$ cat src/rtl/vdst_pkg.sv
`timescale 1ns / 1ps
// ----------------------------------------------------------------------------
// vdst_pkg
// Shared types and constants of the virtual disk sector translator.
// ----------------------------------------------------------------------------
package vdst_pkg;

    localparam int TABLE_DEPTH = 4096;
    localparam int TABLE_AW    = $clog2(TABLE_DEPTH);
    localparam int Q_DEPTH     = 2;
    localparam int Q_AW        = $clog2(Q_DEPTH);
    localparam int CFG_DW      = 41;
    localparam int CFG_AW      = 3;

    typedef enum logic [2:0] {
        OP_LOAD     = 3'd0,
        OP_SEEK_ABS = 3'd1,
        OP_SEEK_REL = 3'd2,
        OP_READ     = 3'd3,
        OP_WRITE    = 3'd4
    } t_op;

    typedef enum logic [3:0] {
        ST_MAPPED   = 4'd0,
        ST_ZERO     = 4'd1,
        ST_RANGE    = 4'd2,
        ST_INDEX    = 4'd3,
        ST_BADSTATE = 4'd4,
        ST_NULLOFF  = 4'd5,
        ST_WRUNMAP  = 4'd6,
        ST_ABORT    = 4'd7,
        ST_SEEKOK   = 4'd8,
        ST_SEEKEND  = 4'd9,
        ST_LOADED   = 4'd10
    } t_status;

    typedef enum logic [CFG_AW-1:0] {
        CFG_SECTOR_SIZE_LOG2   = 3'd0,
        CFG_BLOCK_SECTORS_LOG2 = 3'd1,
        CFG_CHUNK_RATIO_LOG2   = 3'd2,
        CFG_DISK_SECTORS       = 3'd3,
        CFG_TABLE_USED         = 3'd4
    } t_cfg_reg;

    typedef enum logic [1:0] {
        K_LOAD,
        K_SEEK,
        K_XFER,
        K_UNKNOWN
    } t_kind;

    typedef enum logic [3:0] {
        S_IDLE,
        S_LOAD,
        S_UNK,
        S_SEEK,
        S_SEEK2,
        S_XFER,
        S_INDEX,
        S_ADDR,
        S_DATA,
        S_EMIT
    } t_state;

    // entry state codes
    localparam logic [2:0] ENTRY_PARTIAL = 3'd7;
    localparam logic [2:0] ENTRY_UNDEF   = 3'd4;
    localparam logic [2:0] ENTRY_MAPPED  = 3'd6;
    localparam logic [2:0] ENTRY_UNMAP   = 3'd5;

    typedef struct packed {
        logic [3:0]  sector_size_log2;
        logic [4:0]  block_sectors_log2;
        logic [4:0]  chunk_ratio_log2;
        logic [40:0] disk_sectors;
        logic [12:0] table_used_entries;
    } t_cfg;

    // classified request: flag is absolute for seeks, write for transfers
    typedef struct packed {
        t_kind       kind;
        logic        flag;
        logic        last;
        logic        neg;
        logic [63:0] mag;
        logic [11:0] eidx;
        logic [63:0] eword;
    } t_cmd;

    typedef struct packed {
        logic push;
        logic full;
    } t_qin;

    typedef struct packed {
        logic valid;
        logic pop;
    } t_qout;

endpackage

$ cat src/rtl/vdst_queue.sv
`timescale 1ns / 1ps
// ----------------------------------------------------------------------------
// vdst_queue
// Short request queue between the decode front and the translation back.
// ----------------------------------------------------------------------------
module vdst_queue
    import vdst_pkg::*;
(
    input  logic  i_clk,
    input  logic  i_rst_n,
    input  t_qin  i_in,
    input  t_cmd  i_data,
    output logic  o_full,
    input  t_qout i_out_pop,
    output logic  o_valid,
    output t_cmd  o_data
);

    t_cmd              r_mem [Q_DEPTH];
    logic [Q_AW-1:0]   r_wp, n_wp;
    logic [Q_AW-1:0]   r_rp, n_rp;
    logic [Q_AW:0]     r_cnt, n_cnt;
    logic              do_push, do_pop;

    assign o_full  = (r_cnt == (Q_AW+1)'(Q_DEPTH));
    assign o_valid = (r_cnt != '0);
    assign o_data  = r_mem[r_rp];
    assign do_push = i_in.push && !i_in.full;
    assign do_pop  = i_out_pop.pop && i_out_pop.valid;

    always_comb begin
        n_wp  = r_wp;
        n_rp  = r_rp;
        n_cnt = r_cnt;
        if (do_push) begin
            n_wp = (r_wp == Q_AW'(Q_DEPTH-1)) ? '0 : r_wp + 1'b1;
        end
        if (do_pop) begin
            n_rp = (r_rp == Q_AW'(Q_DEPTH-1)) ? '0 : r_rp + 1'b1;
        end
        if (do_push && !do_pop) begin
            n_cnt = r_cnt + 1'b1;
        end else if (do_pop && !do_push) begin
            n_cnt = r_cnt - 1'b1;
        end
    end

    always_ff @(posedge i_clk) begin
        if (!i_rst_n) begin
            r_wp  <= '0;
            r_rp  <= '0;
            r_cnt <= '0;
        end else begin
            r_wp  <= n_wp;
            r_rp  <= n_rp;
            r_cnt <= n_cnt;
        end
    end

    always_ff @(posedge i_clk) begin
        if (do_push) begin
            r_mem[r_wp] <= i_data;
        end
    end

endmodule

$ cat config.mk
export PLATFORM = sky130hd
export DESIGN_NAME = vdst_queue
export DESIGN_NICKNAME = d
export VERILOG_FILES = /design/src/rtl/vdst_pkg.sv /design/src/rtl/vdst_queue.sv
export SDC_FILE = /design/constraint.sdc
export NUM_CORES = 1
export LEC_CHECK = 0
export ABC_AREA = 1
export BUFFER_PORTS_ARGS = -buffer_cell sky130_fd_sc_hd__buf_2
export CAP_MARGIN = 10
export CORE_UTILIZATION = 25
export CTS_CLUSTER_DIAMETER = 60
export DETAILED_ROUTE_END_ITERATION = 6
export PLACE_DENSITY = 0.48
export SYNTH_ARGS = -nofsm -noshare
export SYNTH_HDL_FRONTEND = slang
export SYNTH_SLANG_ARGS = --single-unit
$ cat constraint.sdc
create_clock -name i_clk -period 15.13 [get_ports i_clk]
set_input_delay 3.026 -clock i_clk [delete_from_list [all_inputs] [get_ports i_clk]]
set_output_delay 3.026 -clock i_clk [all_outputs]
set_load 0.02 [all_outputs]
==> key figures <==
Worst setup path
  – Worst setup path class: flip-flop to primary output
  – Worst-case reg-to-reg path depth: 3
  – RR Endpoint: r_mem[1][64]
  – Crit path arrival time: roughly 2.6 ns
  – Required @ worst endpoint: about 12 ns
  – RR Startpoint: r_wp
  – Worst Path Max Fanout: 56
  – Reg2reg setup slack: around 13 ns
  – Worst setup EP type: primary output
  – CP startpoint kind: flip-flop

Yosys
  – Post-Synthesis Cells: 486
  – Syn_nets: between 600 and 700
  – Flop and latch count out of synthesis: between 200 and 300
  – Synth Area per Inst: approximately 22 sq um
  – Compound-Gate Fraction of Synth Area: less than 1%
  – Largest family of logic cells by synthesized area: multiplexers
  – Post-Synth Adder-Cell Area: 0.115%
  – Post-synth cell types: 14
  – Synth area leader: edfxtp_1
  – Cell Area, Synth: 10900 sq um
  – Sequential fraction of the synthesis area: between 80% and 90%
  – Area contributors post-synth: edfxtp_1, mux2_2, mux2_4, dfxtp_1, buf_6
  – Synth top area share: between 70% and 80%
  – Xor/xnor share of the synthesized area: 0%
  – Simple-gate area share of the yosys netlist: less than 1%
  – Yosys warns: 0
  – Multiplexer area fraction after synthesis: ~17%

Timing
  – RSZ-0062 raised after global routing: no
  – Endpoints failing setup: 0
  – Worst-Margin Slew: roughly 1.1 ns
  – Hold_ws: between 0.4 and 0.5 ns
  – Fin Clk Skew: between 0.01 and 0.015 ns
  – Final hold vios: 0
  – Relative slew margins: 29.6%
  – Fin crit period: 5.63 ns
  – Final worst slack: about 9.5 ns
  – Final period utilization: roughly 37%
  – Slew Limit Fails: 0
  – FMAX: about 0.18 GHz
  – Setup_tns: 0 ns

Drt
  – Wire per inst: around 16 um
  – Drt first pass iters: 4
  – Via Count: between 5000 and 6000
  – DR DRC count: 0
  – Antenna-violating nets left: 0
  – Via/cell ratio: a little under 4
  – DR iter-0 viols: approximately 150
  – WL final: 22900 um

GRT
  – First-pass GRT wire length: approximately 34000 um
  – Vias in the first global route: between 5000 and 6000
  – Largest net degree at the start of global routing: 68
  – GRT Resource Usage Total: between 10 and 15%
  – Gr ovfl total: 0
  – Antenna violations before repair: 2

Layout
  – Nets: ~960
  – Core Util, Final: approximately a third
  – Design Area, Final: between 10000 and 15000 sq um
  – Layout cells sized above 1: between 60% and 70%
  – Finished Layout Cells: 1422
  – Syn-to-layout area delta: 30.1%

Die
  – # IOs: slightly below 300
  – Std cell rows: 76
  – Initial Utilization: 25.3%
  – Die width: between 200 and 250 um
  – Core region area: 43000 sq um
  – Die area: ~44000 sq um
  – Die height: between 200 and 250 um

Place
  – IO buf count: about 300
  – Final HPWL DP: 14400 um
  – Post-DP Area: between 10000 and 15000 sq um
  – DP Worst Slack: just under 10 ns
  – Placed insts: between 1000 and 1500
  – Placer Congestion: 0.683

Clock tree
  – CTS Buffer Depth: 3
  – CTS Buf Count: 36
  – Postcts setup bufs: 0
  – Clock slew seen by the registers of the worst setup and hold paths: 0.06 ns
  – Hold Buf Count CTS: 0
  – H-tree level count: 2
  – # clock sinks: 295
  – Post_cts resized: 0
  – CTS tree: built
  – Worst-Skew Late Latency: around 0.52 ns
  – Root Driver: clkbuf_16

Worst hold path
  – Cells on Worst Hold Path: 2
  – Worst Hold Class: flip-flop to flip-flop
  – Hold path start: r_rp

Pwr
  – Sw frac: approximately 22%
  – Cell Pwr Density: 135 nW/um^2
  – Static leakage power: between 5 and 6 nW
  – Sw Pwr: 421 uW
  – Worst VDD drop: roughly 0.000078 V
  – PnR Total Power: around 1.9 mW
  – Combinational power share: ~8.6%
  – Clock share of power: 42.4%
  – Flop pwr share: about half
  – Internal Power: between 1 and 1.5 mW

Run
  – Max cap viols: 0

Run status
  – Status: completed
-- state kept, by name, indices dropped and copies added, names as in the netlist, named ones only --
register	flops
r_mem	290
r_cnt	2
r_rp	1
r_wp	1
-- cells in the mapped netlist, drive strengths merged --
cell    instances
edfxtp        290
nand2           7
mux2          145
nand4           1
dfxtp           5
o21ai           3
nor2            4
a21oi           4
nand3           1
inv             9
buf            16
ha              1
-- layout make-up --
cell class | count | area [sq um]
Clock inverter | 18 | 141
Fill cell | 4285 | 28800
Antenna cell | 2 | 5.00
Clock buffer | 44 | 972
Sequential cell | 295 | 8810
Multi-Input combinational cell | 166 | 1940
Timing Repair Buffer | 303 | 1530
Inverter | 9 | 33.8
Tap cell | 585 | 732
-- layer usage --
metal	share of wire (%)	GRT usage (%)	up-vias
met2	49	16.8	190
met5	0.11	0	-
li1	-	-	2573
met1	40	11.3	2710
met4	2.8	4.75	4
met3	8.5	4.16	42
-- worst max-delay path, stage by stage (launching register included) --
cell and delay, ns:
dfxtp_4 0.55, buf_4 0.86, mux2_2 0.43, buf_2 0.16
-- layout by cell type, fill, tap and decap left out, drive strengths merged --
cell type  synthesis  routed
nand2              7       7
bufinv             0       2
diode              0       2
buf               16     303
dfxtp              5       5
nand4              1       1
nand3              1       1
inv                9      11
a21oi              4       4
o21ai              3       3
clkinv             0      13
clkinvlp           0       1
nor2               4       4
edfxtp           290     290
ha                 1       1
clkbuf             0      44
mux2             145     145
-- worst max path at each step --
stage	start	to	slack, ns	depth (start not counted)
final	flip-flop	o_data[125]	9.50	3
after global routing	flip-flop	o_data[125]	9.32	3
after CTS	flip-flop	o_data[68]	9.38	3
after detailed placement	i_in[0]	r_mem[0][65]	9.82	5
after global placement	i_in[0]	r_mem[0][67]	9.81	5
after floorplan	i_in[0]	r_mem[0][0]	5.29	3
-- logic make-up after synthesis --
family                   after synthesis
buffers and inverters                 25
flip-flops                           295
AND/OR/NAND/NOR                       13
AO/OA/AOI/OAI                          7
adder cells (fa/ha/maj)                1
multiplexers                         145
-- power groups by stage --
stage | Clock [mW] | Sequential (mW) | Combinational, mW
final | 0.808 | 0.937 | 0.164
after global routing | 0.873 | 0.939 | 0.176
after CTS | 0.841 | 0.937 | 0.168
after detailed placement | 0 | 0.954 | 0.168
after global placement | 0 | 0.953 | 0.167
after floorplan | 0 | 0.957 | 0.103
No activity file was read; power rests on OpenSTA's default activity.
