$ cat config.mk
export PLATFORM = sky130hd
export DESIGN_NAME = vdst_front_flat
export DESIGN_NICKNAME = d
export VERILOG_FILES = /design/src/rtl/vdst_pkg.sv /design/src/rtl/vdst_if.sv /design/src/rtl/vdst_front.sv /design/src/flat_wrapper.sv
export SDC_FILE = /design/constraint.sdc
export NUM_CORES = 1
export LEC_CHECK = 0
export BUFFER_PORTS_ARGS = -buffer_cell sky130_fd_sc_hd__buf_2
export CORE_ASPECT_RATIO = 1.75
export CORE_UTILIZATION = 40
export DETAILED_ROUTE_END_ITERATION = 16
export PLACE_DENSITY = 0.69
export SYNTH_ARGS = -nofsm -noshare
export SYNTH_HDL_FRONTEND = slang
export SYNTH_SLANG_ARGS = --single-unit
export TNS_END_PERCENT = 10
$ cat constraint.sdc
create_clock -name vclk -period 5.7
set_clock_uncertainty 0.15 [all_clocks]
set_input_delay 0.57 -clock vclk [all_inputs]
set_output_delay 0.57 -clock vclk [all_outputs]
set_load 0.03 [all_outputs]
$ cat src/rtl/vdst_pkg.sv
`timescale 1ns / 1ps
// ----------------------------------------------------------------------------
// vdst_pkg
// Shared types and constants of the virtual disk sector translator.
// ----------------------------------------------------------------------------
package vdst_pkg;

    localparam int TABLE_DEPTH = 4096;
    localparam int TABLE_AW    = $clog2(TABLE_DEPTH);
    localparam int Q_DEPTH     = 2;
    localparam int Q_AW        = $clog2(Q_DEPTH);
    localparam int CFG_DW      = 41;
    localparam int CFG_AW      = 3;

    typedef enum logic [2:0] {
        OP_LOAD     = 3'd0,
        OP_SEEK_ABS = 3'd1,
        OP_SEEK_REL = 3'd2,
        OP_READ     = 3'd3,
        OP_WRITE    = 3'd4
    } t_op;

    typedef enum logic [3:0] {
        ST_MAPPED   = 4'd0,
        ST_ZERO     = 4'd1,
        ST_RANGE    = 4'd2,
        ST_INDEX    = 4'd3,
        ST_BADSTATE = 4'd4,
        ST_NULLOFF  = 4'd5,
        ST_WRUNMAP  = 4'd6,
        ST_ABORT    = 4'd7,
        ST_SEEKOK   = 4'd8,
        ST_SEEKEND  = 4'd9,
        ST_LOADED   = 4'd10
    } t_status;

    typedef enum logic [CFG_AW-1:0] {
        CFG_SECTOR_SIZE_LOG2   = 3'd0,
        CFG_BLOCK_SECTORS_LOG2 = 3'd1,
        CFG_CHUNK_RATIO_LOG2   = 3'd2,
        CFG_DISK_SECTORS       = 3'd3,
        CFG_TABLE_USED         = 3'd4
    } t_cfg_reg;

    typedef enum logic [1:0] {
        K_LOAD,
        K_SEEK,
        K_XFER,
        K_UNKNOWN
    } t_kind;

    typedef enum logic [3:0] {
        S_IDLE,
        S_LOAD,
        S_UNK,
        S_SEEK,
        S_SEEK2,
        S_XFER,
        S_INDEX,
        S_ADDR,
        S_DATA,
        S_EMIT
    } t_state;

    // entry state codes
    localparam logic [2:0] ENTRY_PARTIAL = 3'd7;
    localparam logic [2:0] ENTRY_UNDEF   = 3'd4;
    localparam logic [2:0] ENTRY_MAPPED  = 3'd6;
    localparam logic [2:0] ENTRY_UNMAP   = 3'd5;

    typedef struct packed {
        logic [3:0]  sector_size_log2;
        logic [4:0]  block_sectors_log2;
        logic [4:0]  chunk_ratio_log2;
        logic [40:0] disk_sectors;
        logic [12:0] table_used_entries;
    } t_cfg;

    // classified request: flag is absolute for seeks, write for transfers
    typedef struct packed {
        t_kind       kind;
        logic        flag;
        logic        last;
        logic        neg;
        logic [63:0] mag;
        logic [11:0] eidx;
        logic [63:0] eword;
    } t_cmd;

    typedef struct packed {
        logic push;
        logic full;
    } t_qin;

    typedef struct packed {
        logic valid;
        logic pop;
    } t_qout;

endpackage

$ cat src/rtl/vdst_if.sv
`timescale 1ns / 1ps
// ----------------------------------------------------------------------------
// vdst_if
// Request, response and configuration channels of the sector translator.
// ----------------------------------------------------------------------------
interface vdst_req_if;
    logic        valid;
    logic        ready;
    logic [2:0]  operation;
    logic [63:0] byte_offset;
    logic [11:0] entry_index;
    logic [63:0] entry_word;
    logic        last_of_run;

    modport source (output valid, operation, byte_offset, entry_index, entry_word,
                    last_of_run, input ready);
    modport sink (input valid, operation, byte_offset, entry_index, entry_word,
                  last_of_run, output ready);
endinterface


$ cat src/rtl/vdst_front.sv
`timescale 1ns / 1ps
// ----------------------------------------------------------------------------
// vdst_front
// Accepts requests, decodes the operation and scales seek distances.
// ----------------------------------------------------------------------------
module vdst_front
    import vdst_pkg::*;
(
    vdst_req_if.sink    i_req,
    input  logic [3:0]  i_sector_size_log2,
    input  logic        i_q_full,
    output logic        o_q_push,
    output t_cmd        o_q_data
);

    logic [63:0] abs_off;

    assign i_req.ready = !i_q_full;
    assign o_q_push    = i_req.valid && !i_q_full;
    assign abs_off     = i_req.byte_offset[63] ? (64'd0 - i_req.byte_offset)
                                               : i_req.byte_offset;

    always_comb begin
        o_q_data.flag = 1'b0;
        case (t_op'(i_req.operation))
            OP_LOAD: begin
                o_q_data.kind = K_LOAD;
            end
            OP_SEEK_ABS: begin
                o_q_data.kind = K_SEEK;
                o_q_data.flag = 1'b1;
            end
            OP_SEEK_REL: begin
                o_q_data.kind = K_SEEK;
            end
            OP_READ: begin
                o_q_data.kind = K_XFER;
            end
            OP_WRITE: begin
                o_q_data.kind = K_XFER;
                o_q_data.flag = 1'b1;
            end
            default: begin
                o_q_data.kind = K_UNKNOWN;
            end
        endcase
        o_q_data.last  = i_req.last_of_run;
        o_q_data.neg   = i_req.byte_offset[63];
        o_q_data.mag   = abs_off >> i_sector_size_log2;
        o_q_data.eidx  = i_req.entry_index;
        o_q_data.eword = i_req.entry_word;
    end

endmodule

$ cat src/flat_wrapper.sv
// flat-port wrapper written by rule: the top's interface ports become plain ports
module vdst_front_flat import vdst_pkg::*;
  (i_sector_size_log2, i_q_full, o_q_push, o_q_data, i_req_valid, i_req_operation, i_req_byte_offset, i_req_entry_index, i_req_entry_word, i_req_last_of_run, i_req_ready);
  vdst_req_if i_req_i ();
  input  logic [3:0] i_sector_size_log2;
  input  logic i_q_full;
  output logic o_q_push;
  output t_cmd o_q_data;
  input wire logic [$bits(i_req_i.valid)-1:0] i_req_valid;
  input wire logic [$bits(i_req_i.operation)-1:0] i_req_operation;
  input wire logic [$bits(i_req_i.byte_offset)-1:0] i_req_byte_offset;
  input wire logic [$bits(i_req_i.entry_index)-1:0] i_req_entry_index;
  input wire logic [$bits(i_req_i.entry_word)-1:0] i_req_entry_word;
  input wire logic [$bits(i_req_i.last_of_run)-1:0] i_req_last_of_run;
  output wire logic [$bits(i_req_i.ready)-1:0] i_req_ready;
  assign i_req_i.valid = i_req_valid;
  assign i_req_i.operation = i_req_operation;
  assign i_req_i.byte_offset = i_req_byte_offset;
  assign i_req_i.entry_index = i_req_entry_index;
  assign i_req_i.entry_word = i_req_entry_word;
  assign i_req_i.last_of_run = i_req_last_of_run;
  assign i_req_ready = i_req_i.ready;
  vdst_front u_core (.i_req(i_req_i), .i_sector_size_log2(i_sector_size_log2), .i_q_full(i_q_full), .o_q_push(o_q_push), .o_q_data(o_q_data));
endmodule
==> results.json, run 1 <==
{
  "drive_gt1_share_pct": 26.35,
  "syn_nets": 1157,
  "ff_latch_area_um2": 0,
  "powerDensity_nw_per_um2": 120.8,
  "dieArea_um2": 18100,
  "grt_max_degree": 61,
  "p_sw_mw": 0.5618,
  "core-area_um2": 17030,
  "status": "completed",
  "first_pass_iters": 6,
  "portBuffers": 143,
  "area.growth.synth_to_final_pct": 3.441,
  "ant_nets": 0,
  "layout_worst_path_cycle_share_pct": 92.65,
  "peakVddDrop_mv": 0.04608,
  "ios": 297,
  "grt_overflow": 0,
  "place_hpwl_mm": 23.45,
  "p_leak_nw": 2.667,
  "drt_iter0_drc": 929,
  "end_kind": "output pin",
  "drt-wirelength-per-cell_um": 24.05,
  "grt_pass1_vias": 7604,
  "yosysUniqueCellTypes": 73,
  "rows": 63,
  "gp_congestion": 0.9618,
  "seq_cells": 0,
  "tns_ps": 0,
  "crit_fanout": 11,
  "worst_setup_path_start_kind": "input pin",
  "min_period_ps": 5281,
  "finalSetupViolations": 0,
  "intPower_mw": 0.3150,
  "slowest_delay_ps": 700,
  "grt_setup_unrepaired": "no",
  "antenna_found_initial": 0,
  "synth_area_per_cell_um2": 6.975,
  "utilization_pct": 42.63,
  "vias": 8397,
  "postSynthCellCount": 1006,
  "die_w_um": 102.1,
  "cp.required_ps": 4980,
  "synth_area_leader_cell": "mux4_2",
  "post_cts_buffers": 0,
  "max_freq_ghz": 0.1894,
  "viasPerCell": 6.855,
  "maxCapViolations": 0,
  "yosysSeqAreaShare_pct": 0,
  "nClkBuffers": 0,
  "critPathKind": "in2out",
  "dp.cells": 1225,
  "slew_headroom_pct": 45.93,
  "grt_pass1_wl_mm": 44.09,
  "initial_core_util_pct": 41.21,
  "p_sw_share_pct": 64.07,
  "holdBufCountCts": 0,
  "n_antenna_cell": 0,
  "drv_slew": 0,
  "post_cts_resized": 0,
  "drc": 0,
  "final.fill_count": 1859,
  "slowest_stage": "or4_1",
  "die_y_um": 177.2,
  "worst_slew_pin_slew_ps": 804.8,
  "power_mw": 0.8767,
  "synth_area_leaders": "mux4_2 (12%), buf_4 (8.5%), mux2i_1 (6.8%), mux2_2 (5.1%), nor2_1 (5.1%)",
  "fin_ws_ps": 419.0,
  "crit_chain": "buf_2, or4_1, or4_1, or3_1, o41ai_4, xnor2_1, a221oi_1, mux2i_1, a221o_1, buf_2",
  "synth_top_area_share_pct": 12.20,
  "final_cell_count_no_fill": 1225,
  "hold_violations": 0,
  "grt_usage_pct": 31.61,
  "synth_area_um2": 7017,
  "final_nets": 1151,
  "post-place-ws_ps": 446.8,
  "yosys_warnings": 0,
  "cp.arrival_ps": 4560,
  "hp-class": "in2out",
  "power_frac_clock_pct": 0,
  "p_seq_share_pct": 0,
  "pwr-share-comb_pct": 100.0,
  "wirelength_mm": 29.47
}
[worst max-delay path: cells and delay by family]
| kind | cells | cell delay [ps] |
|---|---|---|
| simple gates | 3 | 1930 |
| compound gates | 3 | 1250 |
| buf+inv | 2 | 330 |
| mux | 1 | 270 |
| xor+xnor | 1 | 200 |
[worst paths after layout]
kind	start	endpoint	slack (ps)	cells after the start
setup / recovery	i_req_byte_offset[5]	o_q_data[112]	420	10
hold / removal	i_req_entry_word[16]	o_q_data[16]	990	0
[cell usage after synthesis, drive strengths merged, types with 5 or more instances]
library cell / count
a211o: 10
a211oi: 11
a21o: 7
a21oi: 36
a221o: 5
a221oi: 14
a31oi: 9
and2: 6
and3: 8
buf: 96
clkbuf: 84
inv: 17
mux2: 32
mux2i: 48
mux4: 38
nand2: 85
nand2b: 7
nand3: 23
nand4: 14
nor2: 95
nor3: 33
nor3b: 6
nor4: 30
o211ai: 15
o21a: 6
o21ai: 60
o221a: 6
o221ai: 10
o22ai: 14
o31ai: 19
o32ai: 7
o41ai: 16
or2: 9
or3: 12
or4: 21
xnor2: 17
xor2: 30
[cells by family (layout without fill, tap and decap cells)]
| kind of cell | after synthesis | after routing | synth area share, % |
|---|---|---|---|
| multiplexers | 118 | 118 | 24.18 |
| adder cells (fa/ha/maj) | 1 | 1 | 0.1783 |
| AO/OA/AOI/OAI | 281 | 281 | 29.17 |
| XOR/XNOR | 47 | 47 | 5.867 |
| AND/OR/NAND/NOR | 361 | 361 | 25.70 |
| buffers and inverters | 198 | 190 | 14.91 |
[power by group through the flow]
stage	sequential [mW]	combinational [mW]	clock [mW]
2_1_floorplan	0	0.717	0
3_3_place_gp	0	0.858	0
3_5_place_dp	0	0.861	0
4_1_cts	0	0.863	0
5_1_grt	0	0.933	0
6_report	0	0.877	0
[placed cells by master, fill, tap and decap left out, types with 4 or more instances in the layout]
cell      synthesis  final
a211o_1          10     10
a211oi_1         11     11
a21o_1            7      7
a21oi_1          36     36
a221o_1           5      5
a221oi_1         14     14
a31oi_1           9      9
and2_1            6      6
and3_1            8      8
buf_2             5    142
buf_4            79     30
inv_1            16     15
mux2_2           32     32
mux2i_1          48     48
mux4_2           38     38
nand2_1          85     85
nand2b_1          7      7
nand3_1          23     23
nand4_1          14     14
nor2_1           95     95
nor2b_1           4      4
nor3_1           32     32
nor3b_1           6      6
nor4_1           29     29
o211ai_1         15     15
o21a_1            6      6
o21ai_0          60     60
o221a_2           6      6
o221ai_1         10     10
o22ai_1          14     14
o311ai_0          4      4
o31ai_1          17     17
o32ai_1           7      7
o41ai_1          15     15
or2_2             7      7
or3_1            12     12
or4_1            21     21
xnor2_1          17     17
xor2_1           30     30
[per-stage QoR]
step	instance area [um^2]	hold slack, ps
after detailed placement	7258	990.2
final	7258	990.0
after CTS	7258	990.2
after global placement	7258	990.2
after global routing	7258	990.0
after floorplan	7017	1100
[area by class of cell]
cell class,count,area [um^2],share of cell area [%]
inverters,18,67.56,0.9309
multi-input cells,808,5971,82.26
well taps,227,284.0,3.913
repair buffers,172,935.9,12.89
[layer usage]
| metal | vias up | part of all wire, % | track usage [%] |
|---|---|---|---|
| li1 | 3794 | - | - |
| met1 | 3896 | 35 | 35.95 |
| met2 | 516 | 47 | 52.63 |
| met3 | 191 | 8.8 | 4.107 |
| met4 | 0 | 9.0 | 23.99 |
| met5 | - | 0 | 0 |
Note: power is estimated with default switching activity, not from simulation.
==> run 2, diff against run 1 <==
--- a/config.mk
+++ b/config.mk
@@ -10,6 +10,7 @@
 export CORE_UTILIZATION = 40
 export DETAILED_ROUTE_END_ITERATION = 16
 export PLACE_DENSITY = 0.69
+export REMOVE_ABC_BUFFERS = 1
 export SYNTH_ARGS = -nofsm -noshare
 export SYNTH_HDL_FRONTEND = slang
 export SYNTH_SLANG_ARGS = --single-unit
==> run 2 against run 1 <==
Compared with the run above:
- core utilization rose by 0.12 points
- combinational power rose by 2.9%
- setup slack got worse by 180 ps
- global-route usage up 12 points
- die area unchanged
- count of clock-buffer cells in the layout unchanged
- critical path depth unchanged
- total power grew 2.9%
- worst hold slack about the same
- final cell count barely moved
- wire length rose by 36%
==> results.json, run 2 (synthesized netlist as in run 1, its figures left out) <==
{
  "status": "completed",
  "die_y_um": 177.2,
  "grt_pass1_vias": 8221,
  "fin_ws_ps": 239.1,
  "drive_gt1_share_pct": 26.43,
  "ios": 297,
  "drt-wirelength-per-cell_um": 32.72,
  "nClkBuffers": 0,
  "portBuffers": 143,
  "wl_met3_mm": 6.440,
  "rows": 63,
  "min_period_ps": 5461,
  "post_cts_resized": 0,
  "wl_met2_mm": 17.96,
  "drt_iter0_drc": 897,
  "initial_core_util_pct": 41.21,
  "met1_length_mm": 10.54,
  "drv_slew": 0,
  "ff_latch_area_um2": 0,
  "hp-class": "in2out",
  "maxCapViolations": 0,
  "worst_slew_pin_slew_ps": 1308,
  "vias": 8681,
  "grt_max_degree": 64,
  "post_cts_buffers": 0,
  "slew_headroom_pct": 12.81,
  "core-area_um2": 17030,
  "place_hpwl_mm": 32.17,
  "n_antenna_cell": 0,
  "cp.required_ps": 4980,
  "grt_usage_pct": 43.56,
  "final.fill_count": 1869,
  "antenna_found_initial": 0,
  "gp_congestion": 1.088,
  "cp.arrival_ps": 4740,
  "worst_setup_path_start_kind": "input pin",
  "wirelength_mm": 40.11,
  "grt_pass1_wl_mm": 56.01,
  "max_freq_ghz": 0.1831,
  "post-place-ws_ps": 461.6,
  "area.growth.synth_to_final_pct": 3.727,
  "layout_worst_path_cycle_share_pct": 95.80,
  "end_kind": "output pin",
  "tns_ps": 0,
  "final_common_cell": "buf_2",
  "grt_overflow": 0,
  "viasPerCell": 7.081,
  "final_nets": 1152,
  "slowest_stage": "a21oi_1",
  "final_cell_mix": "buf_2 (142), nor2_1 (95), nand2_1 (85)",
  "peakVddDrop_mv": 0.06487,
  "dieArea_um2": 18100,
  "critPathKind": "in2out",
  "slowest_delay_ps": 730,
  "crit_fanout": 10,
  "first_pass_iters": 6,
  "die_w_um": 102.1,
  "top_layer": "met5",
  "utilization_pct": 42.75,
  "hold_violations": 0,
  "holdBufCountCts": 0,
  "grt_setup_unrepaired": "no",
  "seq_cells": 0,
  "finalSetupViolations": 0,
  "p_leak_nw": 2.675,
  "power_mw": 0.9023,
  "drc": 0,
  "ant_nets": 0,
  "holdWs_ps": 990.2,
  "crit_chain": "buf_2, or4_1, or4_1, nor3_1, mux2i_1, a21oi_1, mux2i_1, mux2_2, o221ai_1, buf_2",
  "multiInputGateArea_um2": 5971,
  "powerDensity_nw_per_um2": 124.0
}
## run 2: cell types whose count changed in the layout (fill, tap and decap cells not counted)
cell / before / now
buf_12: 0 / 1
## run 2: layout make-up
cell class | instances | share of cell area, %
multi-input cells | 808 | 82.04
well taps | 227 | 3.902
repair buffers | 173 | 13.13
inverters | 18 | 0.9283
## run 2: worst max-delay path, delay by kind of cell
family	cells	cell delay (ps)
simple gates	3	2030
mux	3	750
compound gates	2	970
buf+inv	2	400
## run 2: metrics by stage
step | cells | instance area, um^2
detailed placement | 1226 | 7278
global route | 1226 | 7278
floorplan | 826 | 6038
CTS | 1226 | 7278
global placement | 1226 | 7278
finish | 1226 | 7278
## run 2: worst paths after layout
check            startpoint            end  slack [ps]  cells past startpoint
max    i_req_byte_offset[6]  o_q_data[108]         240                     10
min     i_req_entry_word[0]    o_q_data[0]         990                      0
## run 2: report_power, final
part,switching [mW],total [mW],internal [mW]
Combinational,0.583,0.902,0.319
Clock,0,0,0
Sequential,0,0,0
Total,0.583,0.902,0.319
## run 2: per-layer routing
layer / up-vias / global-route usage, %
li1: 3781 / -
met1: 4060 / 35.05
met2: 628 / 69.69
met3: 210 / 26.30
met4: 2 / 42.86
met5: - / 3.550
==> run 3, diff against run 2 <==
--- a/config.mk
+++ b/config.mk
@@ -7,9 +7,9 @@
 export LEC_CHECK = 0
 export BUFFER_PORTS_ARGS = -buffer_cell sky130_fd_sc_hd__buf_2
 export CORE_ASPECT_RATIO = 1.75
-export CORE_UTILIZATION = 40
+export CORE_UTILIZATION = 51
 export DETAILED_ROUTE_END_ITERATION = 16
-export PLACE_DENSITY = 0.69
+export PLACE_DENSITY = 0.85
 export REMOVE_ABC_BUFFERS = 1
 export SYNTH_ARGS = -nofsm -noshare
 export SYNTH_HDL_FRONTEND = slang
==> constraint.sdc (replaced) <==
create_clock -name vclk -period 5.2
set_clock_uncertainty 0.15 [all_clocks]
set_input_delay 0.52 -clock vclk [all_inputs]
set_output_delay 0.52 -clock vclk [all_outputs]
set_load 0.03 [all_outputs]
==> run 3 against run 2 <==
Compared with the run above:
- wire length is 4.2% higher
- critical path type unchanged
- final cell count is 1.9% lower
- total power is 15% higher
- global-route usage is 16 points higher
- sequential cell count stayed put
==> results.json, run 3 (synthesized netlist as in run 1, its figures left out) <==
{
  "seq_cells": 0,
  "layout_worst_path_cycle_share_pct": 98.86,
  "ant_nets": 0,
  "ios": 297,
  "final_cell_count_no_fill": 1203,
  "finalSetupViolations": 0,
  "drc": 0,
  "crit_family": "simple AND/OR/NAND/NOR gates",
  "post_cts_resized": 0,
  "crit_chain": "buf_2, or4_1, or4_1, or2_2, o31ai_1, xor2_1, mux2_2, o21ai_0, mux4_2, buf_2",
  "dp.cells": 1202,
  "holdBufCountCts": 0,
  "place_hpwl_mm": 33.34,
  "vias": 9225,
  "worst_slew_pin_slew_ps": 1051,
  "drv_slew": 0,
  "grt_pass1_vias": 8762,
  "cp.arrival_ps": 4470,
  "initial_core_util_pct": 52.43,
  "dieArea_um2": 14250,
  "utilization_pct": 55.90,
  "dpl_cell_area_um2": 7442,
  "slew_headroom_pct": 29.84,
  "min_period_ps": 5141,
  "final_cell_mix": "buf_2 (142), nor2_1 (95), nand2_1 (85)",
  "max_freq_ghz": 0.1945,
  "path_buf_inv": 2,
  "core-area_um2": 13380,
  "first_pass_iters": 9,
  "grt_max_degree": 61,
  "nClkBuffers": 0,
  "hp-class": "in2out",
  "slowest_delay_ps": 720,
  "antenna_found_initial": 1,
  "final.fill_count": 1419,
  "final_area_um2": 7481,
  "die_w_um": 90.67,
  "grt_pass1_wl_mm": 61.93,
  "viasPerCell": 7.668,
  "slowest_stage": "or4_1",
  "area.growth.synth_to_final_pct": 6.615,
  "crit_fanout": 11,
  "wirelength_mm": 41.80,
  "maxCapViolations": 0,
  "final_nets": 1181,
  "cp.required_ps": 4530,
  "grt_setup_unrepaired": "yes",
  "rows": 56,
  "die_y_um": 157.2,
  "grt_overflow": 0,
  "drive_gt1_share_pct": 29.09,
  "tns_ps": 0,
  "hold_violations": 0,
  "p_leak_nw": 2.826,
  "critPathKind": "in2out",
  "portBuffers": 143,
  "drt-wirelength-per-cell_um": 34.75,
  "power_mw": 1.036,
  "worst_setup_path_start_kind": "input pin",
  "grt_usage_pct": 59.68,
  "gp_congestion": 1.133,
  "final_common_cell": "buf_2",
  "post_cts_buffers": 0,
  "peakVddDrop_mv": 0.1212,
  "status": "completed",
  "powerDensity_nw_per_um2": 138.4,
  "drt_iter0_drc": 1299,
  "end_kind": "output pin",
  "ff_latch_area_um2": 0
}
## run 3: per-layer routing
metal | GRT usage (%) | up-vias | part of all wire, %
li1 | - | 3860 | -
met1 | 46.50 | 4157 | 24
met2 | 89.57 | 847 | 43
met3 | 42.08 | 357 | 17
met4 | 69.35 | 4 | 16
met5 | 7.246 | - | 0.25
## run 3: worst paths after layout
| check | startpoint | end | slack [ps] | cells after the start |
|---|---|---|---|---|
| setup / recovery | i_req_byte_offset[5] | o_q_data[109] | 60 | 10 |
| hold / removal | i_req_entry_word[63] | o_q_data[63] | 890 | 0 |
## run 3: stage by stage
| stage | hold WS, ps | setup WS [ps] |
|---|---|---|
| global route | 890.1 | -18.96 |
| CTS | 890.4 | 108.6 |
| finish | 890.1 | 59.09 |
| detailed placement | 890.4 | 121.1 |
| floorplan | 890.0 | 101.1 |
| global placement | 890.4 | 147.3 |
## run 3: final cells by class
class / count / area [um^2] / share of cell area [%]
Tap cell: 174 / 217.7 / 2.910
Antenna cell: 1 / 2.502 / 0.03345
Multi-Input combinational cell: 808 / 6007 / 80.30
Timing Repair Buffer: 202 / 1186 / 15.86
Inverter: 18 / 67.56 / 0.9032
## run 3: power breakdown
group	internal (mW)	switching [mW]
clock	0.000000112	0
combinational	0.366	0.669
sequential	0	0
